===== config.mk =====
export PLATFORM = sky130hd
export DESIGN_NAME = fvt_plane_unit
export DESIGN_NICKNAME = d
export VERILOG_FILES = /design/src/hw/rtl/fvt_pkg.sv /design/src/hw/rtl/fvt_plane_unit.sv
export SDC_FILE = /design/constraint.sdc
export NUM_CORES = 2
export LEC_CHECK = 0
export BUFFER_PORTS_ARGS = -buffer_cell sky130_fd_sc_hd__buf_2
export CAP_MARGIN = 20
export CORE_AREA = 3 3 259 287
export CTS_CLUSTER_SIZE = 40
export DETAILED_ROUTE_END_ITERATION = 12
export DIE_AREA = 0 0 262 290
export GPL_TIMING_DRIVEN = 0
export MAX_ROUTING_LAYER = met4
export PLACE_DENSITY = 0.67
export SLEW_MARGIN = 20
export SYNTH_ARGS = -nofsm -noshare
export SYNTH_HDL_FRONTEND = slang
export SYNTH_SLANG_ARGS = --single-unit
export TNS_END_PERCENT = 20

===== constraint.sdc =====
create_clock -name clk -period 8.15 [get_ports clk]
set_input_delay 0.815 -clock clk [delete_from_list [all_inputs] [get_ports clk]]
set_output_delay 0.815 -clock clk [all_outputs]
set_load 0.02 [all_outputs]

===== src/hw/rtl/fvt_pkg.sv =====
// Shared types and constants for the frustum visibility test.
// No dependencies; imported by every other file of the block.
`timescale 1ns / 1ps

package fvt_pkg;

  localparam int PLANE_COUNT = 6;
  localparam int NORMAL_W    = 16;   // Q1.14 normal components
  localparam int OFFSET_W    = 16;   // Q8.8 plane offset
  localparam int FRAC_SHIFT  = 14;   // aligns Q8.8 terms with n*p in Q.22
  localparam int CFG_IDX_W   = 3;
  localparam int CFG_DATA_W  = 64;

  // Test kinds carried on the command field
  localparam logic [1:0] CMD_POINT    = 2'd0;
  localparam logic [1:0] CMD_SPHERE   = 2'd1;
  localparam logic [1:0] CMD_BOX      = 2'd2;
  localparam logic [1:0] CMD_RESERVED = 2'd3;

  // Register map
  localparam logic [CFG_IDX_W-1:0] REG_PLANE_LEFT   = 3'd0;
  localparam logic [CFG_IDX_W-1:0] REG_PLANE_RIGHT  = 3'd1;
  localparam logic [CFG_IDX_W-1:0] REG_PLANE_BOTTOM = 3'd2;
  localparam logic [CFG_IDX_W-1:0] REG_PLANE_TOP    = 3'd3;
  localparam logic [CFG_IDX_W-1:0] REG_PLANE_NEAR   = 3'd4;
  localparam logic [CFG_IDX_W-1:0] REG_PLANE_FAR    = 3'd5;

  // One plane register: offset in 63:48, nz 47:32, ny 31:16, nx 15:0
  typedef struct packed {
    logic signed [OFFSET_W-1:0] d;
    logic signed [NORMAL_W-1:0] nz;
    logic signed [NORMAL_W-1:0] ny;
    logic signed [NORMAL_W-1:0] nx;
  } plane_t;

  // Load enables for the three per-plane datapath stages
  typedef struct packed {
    logic sel;
    logic mul;
    logic sum;
  } stage_en_t;

endpackage


===== src/hw/rtl/fvt_plane_unit.sv =====
// Distance datapath for one plane: corner select, multiply, sum and sign.
// Depends on fvt_pkg; control comes from the top level as stage_en_t.
`timescale 1ns / 1ps

module fvt_plane_unit
  import fvt_pkg::*;
#(
  parameter int COORD_BITS = 16
) (
  input  logic                          clk,
  input  stage_en_t                     en,
  input  plane_t                        plane,
  input  logic [1:0]                    command,
  input  logic signed [COORD_BITS-1:0]  pos_x,
  input  logic signed [COORD_BITS-1:0]  pos_y,
  input  logic signed [COORD_BITS-1:0]  pos_z,
  input  logic signed [COORD_BITS-1:0]  max_x,
  input  logic signed [COORD_BITS-1:0]  max_y,
  input  logic signed [COORD_BITS-1:0]  max_z,
  input  logic [COORD_BITS-2:0]         radius,
  output logic                          neg
);

  localparam int OFF_W = ((COORD_BITS > OFFSET_W) ? COORD_BITS : OFFSET_W) + 1;
  localparam int PROD_W = NORMAL_W + COORD_BITS;
  localparam int TERM_W = (PROD_W > OFF_W + FRAC_SHIFT) ? PROD_W : OFF_W + FRAC_SHIFT;
  localparam int ACC_W = TERM_W + 2;

  logic                         is_box;
  logic                         is_sphere;
  logic signed [COORD_BITS-1:0] cx;
  logic signed [COORD_BITS-1:0] cy;
  logic signed [COORD_BITS-1:0] cz;
  logic signed [OFF_W-1:0]      off_b;
  logic signed [PROD_W-1:0]     px;
  logic signed [PROD_W-1:0]     py;
  logic signed [PROD_W-1:0]     pz;
  logic signed [OFF_W-1:0]      off_c;
  logic signed [ACC_W-1:0]      plane_dist;

  assign is_box    = (command == CMD_BOX);
  assign is_sphere = (command == CMD_SPHERE);

  // Positive vertex: max corner where the normal component is >= 0
  always_ff @(posedge clk) begin
    if (en.sel) begin
      cx <= (is_box && !plane.nx[NORMAL_W-1]) ? max_x : pos_x;
      cy <= (is_box && !plane.ny[NORMAL_W-1]) ? max_y : pos_y;
      cz <= (is_box && !plane.nz[NORMAL_W-1]) ? max_z : pos_z;
      off_b <= is_sphere
               ? OFF_W'(plane.d) + signed'(OFF_W'(radius))
               : OFF_W'(plane.d);
    end
  end

  always_ff @(posedge clk) begin
    if (en.mul) begin
      px    <= PROD_W'(plane.nx) * PROD_W'(cx);
      py    <= PROD_W'(plane.ny) * PROD_W'(cy);
      pz    <= PROD_W'(plane.nz) * PROD_W'(cz);
      off_c <= off_b;
    end
  end

  assign plane_dist = ACC_W'(px) + ACC_W'(py) + ACC_W'(pz) + (ACC_W'(off_c) <<< FRAC_SHIFT);

  always_ff @(posedge clk) begin
    if (en.sum) begin
      neg <= plane_dist[ACC_W-1];
    end
  end

endmodule


# After elaboration in Yosys (flattened, before gate mapping)
# Index checks and enable logic that the tools add are counted.
[totals] elab_cells=28 mem_bits_rw=0 ff_bits=179 out_inout_bits=1 in_bits=181 mem_count=0 latch_bits=0 mem_bits_ro=0
[op_classes] eq_ne=2 add_sub_neg=4 n_mul=3 shifts=0 n_div=0 reduce_logical=6 mux=4 n_lt_le_gt_ge=0 bitwise=0
[op_table] op="16-bit by 16-bit multiplier with 32-bit output" n=3
[op_table] op="16-bit 2-to-1 mux" n=3
[op_table] op="33-bit by 32-bit adder with 34-bit output" n=1
[op_table] op="34-bit by 31-bit adder with 34-bit output" n=1
[op_table] op="32-bit by 32-bit adder with 33-bit output" n=1
[op_table] op="16-bit by 16-bit adder with 17-bit output" n=1
[op_table] op="17-bit 2-to-1 mux" n=1
[op_table] op="1-bit logical AND" n=3
[op_table] op="1-bit zero test" n=3
[op_table] op="2-bit by 1-bit == test with 1-bit output (second input constant)" n=1
[op_table] op="2-bit == test (second input constant)" n=1

# Depth between registers and ports, before layout
[depth] word_depth=3 mapped_depth=24 depth_no_buf=23

# Worst setup path after synthesis
# No wires, ideal clock.
[synth_path] path_kind="input to register" startpoint="input port plane[31] (netlist bit)" endpoint="register py[31] (data pin)" path_buffers=2 arrival_ns=6.526 required_time_ns=7.890 setup_ns=0.260 path_slack_ns=1.364 path_stages=22 cell_sequence="clkbuf_1 > clkbuf_1 > nand2_1 > inv_1 > fa_1 > fa_1 > fa_1 > fa_1 > fa_1 > inv_1 > fa_1 > inv_1 > ha_1 > a21o_1 > a21o_1 > a21o_1 > a21o_1 > a22oi_1 > a21oi_1 > a21o_1 > a21oi_1 > xnor2_1"
[synth_between] elab_chain_cells=1
[synth_rtl] item="start: declaration" line="fvt_plane_unit.sv:12" text="input plane_t plane,"
[synth_rtl] item="16-bit by 16-bit multiplier with 32-bit output" line="fvt_plane_unit.sv:59" text="py <= PROD_W'(plane.ny) * PROD_W'(cy);"
[synth_rtl] item="end signal: assignment" line="fvt_plane_unit.sv:59"
[synth_rtl] item="end: declaration" line="fvt_plane_unit.sv:36" text="logic signed [PROD_W-1:0] py;"
# No other way between the ends.
# A chain may end at the register's enable or synchronous reset.

# Worst setup path after layout
# Same ends and word-level chain as after synthesis.

==> run summary <==
Fill count -> 6382
Initial antenna violation count -> 5
Fmax -> 134 MHz
DRC Markers -> 0
Die area -> 76000 sq um
Max Cap Viol -> 0
CP most frequent cell -> fa_1
Worst EP required -> 8.38 ns
Die Wd -> 262 um
Number of setup buffers added after CTS -> 0
Final instance area -> 40600 sq um
Post-synthesis async set-or-reset flop share -> 0%
Synthesized area per cell -> 10.3 sq um
Final WL -> 88.8 mm
Tightest Hold Check Type -> flip-flop to flip-flop
Dpl cells -> 4812
Setup violations, final -> 0
Worst Max-Slew Pin Slew -> 0.828 ns
Layout cells sized above 1 -> 7.44%
Non-filler cells, final -> 4847
Post-CTS Resized -> 0
Fin crit share -> 91.6%
Via count -> 25555
GPL Wtd Cong -> 0.953
Initial core utilization -> 52.8%
Primary FF master, synth -> edfxtp_1
Register area share after synthesis -> 14.2%
Critical path's slowest cell -> fa_1
GRT Util Overall -> 26.0%
Global-route wire length before repair -> 148 mm
Worst path arrival time -> 7.70 ns
CTS tree -> done
I/O pin cnt -> 182
DRT Pass-1 Iters -> 5
I/O Buffers -> 178
Core area -> 71700 sq um
Cells after synthesis -> 3687
Crit-path max cell delay -> 0.84 ns
Final Hold Fails -> 0
Area grow syn2layout -> 7.30%
Post-synth EDFFs -> 179
Crit start category -> input port
CTS Buf Count -> 17
Status -> finished clean
Layout net count -> 5208
Min cycle time layout -> 7.47 ns
Vias per inst -> 5.27
Clk buf depth -> 2
Iteration-0 DRC Markers -> 1381
Grt ovf -> 0
Sinks on Clock Net -> 179
Placed Area -> 40000 sq um
H-tree depth -> 4
Slew headroom -> 44.6%
Critical Path, Cell by Cell -> clkbuf_1 > clkbuf_1 > nand2_1 > inv_1 > fa_1 > fa_1 > fa_1 > fa_1 > fa_1 > inv_1 > fa_1 > inv_1 > ha_1 > a21o_1 > a21o_1 > a21o_1 > a21o_1 > a22oi_1 > a21oi_1 > a21o_1 > a21oi_1 > xnor2_1
Clk_skew -> 0.0222 ns
CP Class -> input port to flip-flop
Vias in the first global route -> 28009
Site row count -> 103
Slew Viols, Final -> 0
Worst reg2reg setup slack -> 0.86 ns
Crit. End Element -> flip-flop
Antenna viol nets, final -> 0
CTS hold repair buffers -> 0
Number of library cell types mapped by synthesis -> 73
Yosys warning count -> 0
Synthesized area -> 37800 sq um
Chip Height -> 290 um
Critical path peak fanout -> 10
Syn_nets -> 5009
Post-DP HPWL -> 76.3 mm
Largest net degree at the start of global routing -> 67
Worst-path clk slew -> 0.08 ns
CTS root buf -> clkbuf_16
RSZ-0062 raised after global routing -> no
Synth Register Bits -> 179
Setup TNS -> 0 ns
Routed wire per std cell -> 18.3 um
Clock latency on the worst-skew pair -> 0.49 ns
[stage by stage]
step	setup slack [ns]	utilization, %	hold WS, ns
5_1_grt	0.403	56.6	0.417
3_3_place_gp	0.223	55.7	0.404
2_1_floorplan	1.36	-	0.400
6_report	0.684	56.6	0.408
3_5_place_dp	0.249	55.8	0.405
4_1_cts	0.720	56.6	0.406
[layout by cell type, fill, tap and decap left out, drive strengths merged, types with 3 or more instances in the layout]
cell type,netlist,layout
nor2,80,80
a21boi,5,5
a31oi,10,10
o211ai,9,9
o21bai,11,11
xnor2,91,91
and2,375,375
or2,5,5
o21a,13,13
a31o,3,3
a21oi,77,77
buf,1,181
diode,0,3
clkbuf,107,124
nor3,18,18
fa,837,837
o21ai,53,53
mux2,49,49
nand3,15,15
edfxtp,179,179
xor2,29,29
inv,857,864
a21o,46,46
nand2b,23,23
and3,7,7
o31ai,5,5
ha,304,304
nor2b,13,13
nand2,395,395
nand4,13,13
or3,7,7
clkinv,0,5
a211oi,12,12
[area by class of cell]
cell class | instances | area (sq um) | area share, %
diodes | 3 | 7.51 | 0.0185
multi-input cells | 2543 | 28800 | 71.0
clock inverters | 15 | 190 | 0.469
inverters | 857 | 3220 | 7.93
plain buffers | 108 | 407 | 1.00
repair buffers | 180 | 955 | 2.35
well taps | 945 | 1180 | 2.91
clock buffers | 17 | 425 | 1.05
flip-flops and latches | 179 | 5380 | 13.2
[flip-flops by register name, summed over array words and instances (netlist names)]
register,flops
px,32
py,32
pz,32
off_b,17
off_c,17
cx,16
cy,16
cz,16
neg,1
[routing by layer]
layer / track usage [%] / part of all wire, % / vias to the layer above
li1: - / - / 11546
met1: 34.5 / 42 / 13099
met2: 42.6 / 50 / 774
met3: 3.27 / 5.7 / 136
met4: 6.55 / 2.7 / 0
met5: - / 0 / -
[logic make-up after synthesis]
kind of cell | Yosys count | share of synthesized area, %
AOI/OAI and AO/OA | 273 | 4.94
muxes | 50 | 1.49
adders and majority gates | 1141 | 54.4
xor gates and xnor gates | 120 | 2.78
buffers and inverters | 965 | 9.58
and+or+nand+nor | 959 | 12.6
DFF | 179 | 14.2
[critical path: cells and delay by family]
family                   cells  cell delay, ns
adder cells (fa/ha/maj)      7            3.78
AO/OA/AOI/OAI                8            1.52
buffers and inverters        5            1.14
XOR/XNOR                     1            0.25
AND/OR/NAND/NOR              1            0.18
[synthesized netlist by cell type, drive strengths merged, types with 3 or more instances]
cell / number / area (sq um)
o21a: 13 / 97.6
a211oi: 12 / 100
xnor2: 91 / 797
a21boi: 5 / 37.5
ha: 304 / 3800
o31ai: 5 / 37.5
and2: 375 / 2350
nor2: 80 / 300
nor3: 18 / 90.1
a31o: 3 / 26.3
and3: 7 / 43.8
a21o: 46 / 345
fa: 837 / 16800
o21ai: 53 / 277
nand2: 395 / 1480
nand4: 13 / 81.3
o21bai: 11 / 82.6
xor2: 29 / 254
a21oi: 77 / 400
or3: 7 / 48.8
nand3: 15 / 75.1
nand2b: 23 / 144
nor2b: 13 / 81.3
or2: 5 / 31.3
o211ai: 9 / 77.6
edfxtp: 179 / 5380
inv: 857 / 3220
mux2: 49 / 552
clkbuf: 107 / 402
a31oi: 10 / 62.6
[worst paths after layout]
kind | from | end | depth (start not counted)
max | plane[31] | py[31] | 22
max reg2reg | cy[2] | py[31] | 21
min reg2reg | off_b[0] | off_c[0] | 0
min | off_b[0] | off_c[0] | 0
Power is left out: the tool's default activity adds up to more than one toggle a clock period on the data nets, which glitch-free logic cannot reach.
